### src/hdl/mexp_pkg.sv
package mexp_pkg;

    // modulus after reset, before any write on the configuration channel
    localparam logic [31:0] MODULUS_RESET = 32'd1000000007;

endpackage

### src/hdl/mexp_if.sv
interface mexp_req_if #(parameter int W = 32);
    logic         valid;
    logic         ready;
    logic [W-1:0] base;
    logic [W-1:0] exponent;

    modport source (output valid, output base, output exponent, input ready);
    modport sink (input valid, input base, input exponent, output ready);
endinterface

interface mexp_rsp_if #(parameter int W = 32);
    logic         valid;
    logic         ready;
    logic [W-1:0] residue;

    modport source (output valid, output residue, input ready);
    modport sink (input valid, input residue, output ready);
endinterface

interface mexp_cfg_if #(parameter int W = 32);
    logic         valid;
    logic         ready;
    logic [W-1:0] modulus;

    modport source (output valid, output modulus, input ready);
    modport sink (input valid, input modulus, output ready);
endinterface

### src/hdl/mexp_modmul.sv
// (a * b) mod m: one registered multiply, then a restoring reduction
// that shifts in one product bit per cycle. Needs a, b < 2^W and m != 0.
module mexp_modmul #(
    parameter int W = 32
) (
    input  logic         clk,
    input  logic         rst_n,
    input  logic         start,
    input  logic [W-1:0] a,
    input  logic [W-1:0] b,
    input  logic [W-1:0] m,
    output logic         busy,
    output logic         done,
    output logic [W-1:0] result
);

    localparam int CW = $clog2(2 * W);

    logic [2*W-1:0] prod_reg, prod_next;
    logic [W-1:0]   rem_reg, rem_next;
    logic [CW-1:0]  cnt_reg, cnt_next;
    logic           busy_reg, busy_next;
    logic           done_reg, done_next;
    logic [W:0]     trial;
    logic [W:0]     diff;

    assign trial = {rem_reg, prod_reg[2*W-1]};
    assign diff  = trial - {1'b0, m};

    always_comb
    begin
        prod_next = prod_reg;
        rem_next  = rem_reg;
        cnt_next  = cnt_reg;
        busy_next = busy_reg;
        done_next = 1'b0;
        if (start)
        begin
            prod_next = {{W{1'b0}}, a} * {{W{1'b0}}, b};
            rem_next  = '0;
            cnt_next  = CW'(2 * W - 1);
            busy_next = 1'b1;
        end
        else if (busy_reg)
        begin
            prod_next = {prod_reg[2*W-2:0], 1'b0};
            // remainder stays below m, so the difference fits in W bits
            if (trial >= {1'b0, m})
                rem_next = diff[W-1:0];
            else
                rem_next = trial[W-1:0];
            cnt_next = cnt_reg - CW'(1);
            if (cnt_reg == '0)
            begin
                busy_next = 1'b0;
                done_next = 1'b1;
            end
        end
    end

    always_ff @(posedge clk or negedge rst_n)
    begin
        if (!rst_n)
        begin
            cnt_reg  <= '0;
            busy_reg <= 1'b0;
            done_reg <= 1'b0;
        end
        else
        begin
            cnt_reg  <= cnt_next;
            busy_reg <= busy_next;
            done_reg <= done_next;
        end
    end

    always_ff @(posedge clk)
    begin
        prod_reg <= prod_next;
        rem_reg  <= rem_next;
    end

    assign busy   = busy_reg;
    assign done   = done_reg;
    assign result = rem_reg;

endmodule

### src/hdl/modular_exponentiation.sv
// Modular exponentiation: residue = base ^ exponent mod modulus.
// req carries base and exponent; rsp returns the residue; cfg writes the
// modulus (always ready, write only while no request is in flight).
// Right-to-left square-and-multiply on one shared modular multiplier:
// a registered W x W multiply followed by a bit-serial reducer.
// A request costs one base reduction plus, per exponent bit up to the
// highest set bit, one square and one more product when the bit is set.
// A zero modulus answers 0 without starting the multiplier.
// req.ready is high only while idle. The result sits in an output register;
// a new request is taken while it waits, and the sequencer holds its next
// result until rsp drains the register, so a stalled receiver loses nothing.
// Reset (rst_n, async, active low) drops any request in flight, clears the
// result valid and loads the modulus with 1000000007.
module modular_exponentiation #(
    parameter int WORD_BITS = 32
) (
    input logic         clk,
    input logic         rst_n,
    mexp_req_if.sink    req,
    mexp_rsp_if.source  rsp,
    mexp_cfg_if.sink    cfg
);

    localparam logic [2:0] S_IDLE   = 3'd0;
    localparam logic [2:0] S_BASE   = 3'd1;
    localparam logic [2:0] S_BASE_W = 3'd2;
    localparam logic [2:0] S_STEP   = 3'd3;
    localparam logic [2:0] S_MUL_W  = 3'd4;
    localparam logic [2:0] S_SQ_W   = 3'd5;
    localparam logic [2:0] S_FIN    = 3'd6;

    localparam logic [WORD_BITS-1:0] ONE_W     = WORD_BITS'(1);
    localparam logic [WORD_BITS-1:0] MOD_RESET = WORD_BITS'(mexp_pkg::MODULUS_RESET);

    logic [2:0]           state_reg, state_next;
    logic [WORD_BITS-1:0] modulus_reg;
    logic [WORD_BITS-1:0] acc_reg, acc_next;
    logic [WORD_BITS-1:0] sq_reg, sq_next;
    logic [WORD_BITS-1:0] exp_reg, exp_next;
    logic                 out_valid_reg, out_valid_next;
    logic [WORD_BITS-1:0] residue_reg, residue_next;

    logic                 mm_start;
    logic                 mm_busy;
    logic                 mm_done;
    logic [WORD_BITS-1:0] op_a;
    logic [WORD_BITS-1:0] op_b;
    logic [WORD_BITS-1:0] mm_result;

    mexp_modmul #(.W(WORD_BITS)) u_modmul (
        .clk    (clk),
        .rst_n  (rst_n),
        .start  (mm_start),
        .a      (op_a),
        .b      (op_b),
        .m      (modulus_reg),
        .busy   (mm_busy),
        .done   (mm_done),
        .result (mm_result)
    );

    always_comb
    begin
        state_next     = state_reg;
        acc_next       = acc_reg;
        sq_next        = sq_reg;
        exp_next       = exp_reg;
        out_valid_next = out_valid_reg && !rsp.ready;
        residue_next   = residue_reg;
        mm_start       = 1'b0;
        op_a           = sq_reg;
        op_b           = sq_reg;
        case (state_reg)
            S_IDLE:
            begin
                if (req.valid)
                begin
                    sq_next    = req.base;
                    exp_next   = req.exponent;
                    // 1 mod m: zero only for a modulus of one
                    acc_next   = (modulus_reg == ONE_W) ? '0 : ONE_W;
                    state_next = S_BASE;
                end
            end
            S_BASE:
            begin
                if (modulus_reg == '0)
                begin
                    acc_next   = '0;
                    state_next = S_FIN;
                end
                else
                begin
                    // base * 1 reduces the base
                    mm_start   = 1'b1;
                    op_b       = ONE_W;
                    state_next = S_BASE_W;
                end
            end
            S_BASE_W:
            begin
                if (mm_done)
                begin
                    sq_next    = mm_result;
                    state_next = S_STEP;
                end
            end
            S_STEP:
            begin
                if (exp_reg == '0)
                    state_next = S_FIN;
                else if (exp_reg[0])
                begin
                    mm_start   = 1'b1;
                    op_a       = acc_reg;
                    state_next = S_MUL_W;
                end
                else
                begin
                    mm_start   = 1'b1;
                    state_next = S_SQ_W;
                end
            end
            S_MUL_W:
            begin
                if (mm_done)
                begin
                    acc_next   = mm_result;
                    mm_start   = 1'b1;
                    state_next = S_SQ_W;
                end
            end
            S_SQ_W:
            begin
                if (mm_done)
                begin
                    sq_next    = mm_result;
                    exp_next   = exp_reg >> 1;
                    state_next = S_STEP;
                end
            end
            S_FIN:
            begin
                if (!out_valid_reg || rsp.ready)
                begin
                    out_valid_next = 1'b1;
                    residue_next   = acc_reg;
                    state_next     = S_IDLE;
                end
            end
            default:
            begin
                state_next = S_IDLE;
            end
        endcase
    end

    always_ff @(posedge clk or negedge rst_n)
    begin
        if (!rst_n)
        begin
            state_reg     <= S_IDLE;
            out_valid_reg <= 1'b0;
            modulus_reg   <= MOD_RESET;
        end
        else
        begin
            state_reg     <= state_next;
            out_valid_reg <= out_valid_next;
            if (cfg.valid)
                modulus_reg <= cfg.modulus;
        end
    end

    always_ff @(posedge clk)
    begin
        acc_reg     <= acc_next;
        sq_reg      <= sq_next;
        exp_reg     <= exp_next;
        residue_reg <= residue_next;
    end

    assign req.ready   = (state_reg == S_IDLE);
    assign cfg.ready   = 1'b1;
    assign rsp.valid   = out_valid_reg;
    assign rsp.residue = residue_reg;

    a_start_idle_unit: assert property (@(posedge clk) disable iff (!rst_n)
        mm_start |-> !mm_busy)
        else $error("modmul started while busy");

    a_done_after_busy: assert property (@(posedge clk) disable iff (!rst_n)
        mm_done |-> $past(mm_busy))
        else $error("modmul done without a running reduction");

    a_fin_loads_output: assert property (@(posedge clk) disable iff (!rst_n)
        (state_reg == S_FIN && state_next == S_IDLE) |=> out_valid_reg)
        else $error("finished result not presented");

endmodule
### src/flat_wrapper.sv
// flat-port wrapper written by rule: the top's interface ports become plain ports
module modular_exponentiation_flat 
#(
    parameter int WORD_BITS = 32
)
  (clk, rst_n, req_valid, req_base, req_exponent, req_ready, rsp_valid, rsp_residue, rsp_ready, cfg_valid, cfg_modulus, cfg_ready);
  mexp_req_if req_i ();
  mexp_rsp_if rsp_i ();
  mexp_cfg_if cfg_i ();
  input logic clk;
  input logic rst_n;
  input wire logic [$bits(req_i.valid)-1:0] req_valid;
  input wire logic [$bits(req_i.base)-1:0] req_base;
  input wire logic [$bits(req_i.exponent)-1:0] req_exponent;
  output wire logic [$bits(req_i.ready)-1:0] req_ready;
  output wire logic [$bits(rsp_i.valid)-1:0] rsp_valid;
  output wire logic [$bits(rsp_i.residue)-1:0] rsp_residue;
  input wire logic [$bits(rsp_i.ready)-1:0] rsp_ready;
  input wire logic [$bits(cfg_i.valid)-1:0] cfg_valid;
  input wire logic [$bits(cfg_i.modulus)-1:0] cfg_modulus;
  output wire logic [$bits(cfg_i.ready)-1:0] cfg_ready;
  assign req_i.valid = req_valid;
  assign req_i.base = req_base;
  assign req_i.exponent = req_exponent;
  assign req_ready = req_i.ready;
  assign rsp_valid = rsp_i.valid;
  assign rsp_residue = rsp_i.residue;
  assign rsp_i.ready = rsp_ready;
  assign cfg_i.valid = cfg_valid;
  assign cfg_i.modulus = cfg_modulus;
  assign cfg_ready = cfg_i.ready;
  modular_exponentiation #(.WORD_BITS(WORD_BITS)) u_core (.clk(clk), .rst_n(rst_n), .req(req_i), .rsp(rsp_i), .cfg(cfg_i));
endmodule
### config.mk
export PLATFORM = sky130hd
export DESIGN_NAME = modular_exponentiation_flat
export DESIGN_NICKNAME = d
export VERILOG_FILES = /design/src/hdl/mexp_pkg.sv /design/src/hdl/mexp_if.sv /design/src/hdl/mexp_modmul.sv /design/src/hdl/modular_exponentiation.sv /design/src/flat_wrapper.sv
export SDC_FILE = /design/constraint.sdc
export NUM_CORES = 2
export LEC_CHECK = 0
export ABC_AREA = 1
export BUFFER_PORTS_ARGS = -buffer_cell sky130_fd_sc_hd__buf_4
export CAP_MARGIN = 10
export CORE_UTILIZATION = 37
export CTS_CLUSTER_SIZE = 25
export DETAILED_ROUTE_END_ITERATION = 7
export SYNTH_ARGS = -nofsm -noshare
export SYNTH_HDL_FRONTEND = slang
export SYNTH_SLANG_ARGS = --single-unit
### constraint.sdc
create_clock -name clk -period 10.7 [get_ports clk]
set_clock_uncertainty 0.1 [all_clocks]
set_input_delay 0 -clock clk [delete_from_list [all_inputs] [get_ports clk]]
set_output_delay 0 -clock clk [all_outputs]
set_load 0.05 [all_outputs]
==> impl_metrics.json <==
{
  "clockBufferDepth": 3,
  "period_share": 0.946,
  "worstPathMaxFanout": 18,
  "place_hpwl_mm": 140,
  "seq_area_frac_synth": 0.156,
  "grt_pass1_vias": 42695,
  "tightest_slew_ps": 1230,
  "clk_pin_slew_worst_paths_ps": 60,
  "antenna_found_initial": 3,
  "synth_top_flop_cell": "edfxtp_1",
  "routabilityCongestion": 0.998,
  "dp.cells": 7866,
  "leakage_nw": 28.0,
  "avgSynthCellArea_sq_um": 7.87,
  "crit_arrival_ps": 10370,
  "clock_latency_ps": 610,
  "io_pins": 136,
  "worstSetupPathType": "register to register",
  "reg2reg_from": "u_core.modulus_reg[9]",
  "setup_viol": 0,
  "synth_top_area_cell": "fa_1",
  "tns_ps": 0,
  "synthArstFlopShare": 0.164,
  "crit_path_start": "u_core.modulus_reg[9]",
  "antenna_left": 0,
  "synth_common_cells": "1592 x nand2_1, 1407 x inv_1, 897 x fa_1, 816 x nor2_1, 297 x ha_1",
  "fillers": 12986,
  "crit_path_start_kind": "register",
  "overflow": 0,
  "hold_viol": 0,
  "cts-resized-gates": 0,
  "hold_path.class": "primary input to register",
  "end_kind": "register",
  "initial_core_util": 0.375,
  "finalNonFillerCells": 8094,
  "maxCapViolCount": 0,
  "cp_common_cell": "fa_1",
  "grt_start_max_net_pins": 90,
  "hold_start": "req_exponent[12]",
  "critPathBufInv": 7,
  "cts_made_buffers": 34,
  "die_area_sq_um": 131000,
  "syn-cell-area_sq_um": 48100,
  "synth_top_area_frac": 0.373,
  "yosys-top-cells-area": "fa_1 37%, nand2_1 12%, edfxtp_1 12%, inv_1 11%, ha_1 7.7%",
  "syn_inst": 6112,
  "grt_pass1_wl_mm": 263,
  "num_vias": 40910,
  "slew_headroom": 0.180,
  "rsz0062_at_grt": "false",
  "path_delay_family": "adder cells",
  "synth.ff_latch_count": 268,
  "rows": 131,
  "wl_mm": 173,
  "vias_per_cell": 5.05,
  "numClockSinks": 268,
  "cpMaxStageDelayCell": "nand2_1",
  "syn2layout_area_growth_pct": 11.9,
  "critical_path.max_stage_delay_ps": 580,
  "ir_drop_mv": 0.0972,
  "fp.dieH_um": 363,
  "htreeDepth": 2,
  "die_w_um": 363,
  "p_per_area_nw_per_um2": 47.2,
  "drv_slew": 0,
  "synth.distinct_cells": 43,
  "yosysMostFrequentCell": "nand2_1",
  "largest_reg_flops": 64,
  "fmax_mhz": 98.8,
  "synth_edf_count": 192,
  "drive_above_1_share": 0.0591,
  "nets": 7634,
  "drtPass1Iterations": 6,
  "core_sq_um": 128000,
  "drt_iter0_markers": 3916,
  "port_buffers": 134,
  "drc": 0,
  "yosys_warnings": 0,
  "track_usage": 0.270,
  "status": "finished, final reports clean",
  "cts_tree": "built",
  "syn_nets": 7407,
  "period_needed_ps": 10120,
  "routedWlPerCell_um": 21.4,
  "crit_required_ps": 10950,
  "cts-root-buf": "clkbuf_16"
}
[power by group]
part	internal, mW	switching, mW	leakage [nW]	total (mW)
logic	0.118	0.126	25.2	0.244
clock network	0.663	0.513	0.536	1.18
registers	1.12	0.00434	2.28	1.12
total	1.90	0.644	28.0	2.54
[layout by cell type (no fill, tap or decap), types with 12 or more instances in the layout]
cell type,instances
a21oi_1,73
buf_4,232
clkbuf_16,34
clkinv_1,24
dfrtp_1,28
dfstp_2,16
dfxtp_1,32
dlygate4sd3_1,164
edfxtp_1,192
fa_1,897
ha_1,297
inv_1,1407
inv_2,27
nand2_1,1592
nand3_1,199
nand3b_1,12
nand4_1,21
nor2_1,813
nor3_1,14
o21ai_0,144
o21ai_2,23
xnor2_1,42
[metal layers]
metal  global-route usage  routed length (um)  up-vias
met1                0.348               69700    20328
met3               0.0506               15200      425
met2                0.437               78500     1880
li1                     -                   -    18273
met4                0.126                9500        4
met5                    0                  14        -
[final timing paths]
kind / to / slack, ps / cells past startpoint
worst max-delay path: u_core.u_modmul.prod_reg[38] / 580 / 31
worst min-delay path: u_core.exp_reg[12] / 130 / 4
worst max register to register: u_core.u_modmul.prod_reg[38] / 580 / 31
worst min register to register: u_core.rsp.residue[8] / 340 / 0
max in group asynchronous: u_core.rsp.valid / 9730 / 4
min in group asynchronous: u_core.modulus_reg[15] / 520 / 3
[layout make-up]
class	instances	area, sq um	share of cell area
diodes	1	2.50	0.0000465
clock inverters	23	231	0.00430
well taps	1729	2160	0.0402
inverters	1452	5450	0.101
repair buffers	399	3450	0.0641
flip-flops and latches	268	7530	0.140
multi-input cells	4184	34200	0.634
clock buffers	38	866	0.0161
[worst register-to-register path: cells and delay by family, from the launching register on]
family	cells	cell delay, ps
AOI/OAI and AO/OA	2	930
DFF	1	350
and+or+nand+nor	13	3050
buffers and inverters	7	1160
adders and majority gates	9	4290
[through the flow]
step	total power, mW	hold slack (ps)	instance area [sq um]	utilization	worst slack [ps]
after floorplan	1.26	-396	48100	-	3190
after CTS	2.56	111	53800	0.419	748
after global routing	2.63	146	53800	0.420	228
after detailed placement	1.33	-41.4	51100	0.398	765
final	2.54	130	53800	0.420	577
after global placement	1.33	-48.3	51100	0.398	708
[what timing repair did]
item | CTS | global route
setup buffers | 0 | 0
hold buffers | 165 | 0
endpoints found under the hold margin | 148 | 0
[cells by family (layout without fill, tap and decap cells)]
logic type / Yosys count / count (layout) / share of synthesized area
AOI/OAI and AO/OA: 266 / 266 / 0.0310
xor gates and xnor gates: 47 / 47 / 0.00856
adders and majority gates: 1194 / 1194 / 0.451
buffers and inverters: 1660 / 1912 / 0.135
DFF: 268 / 268 / 0.156
other: 1 / 2 / 0.0000780
and+or+nand+nor: 2676 / 2676 / 0.218
Note: power is estimated with default switching activity, not from simulation.
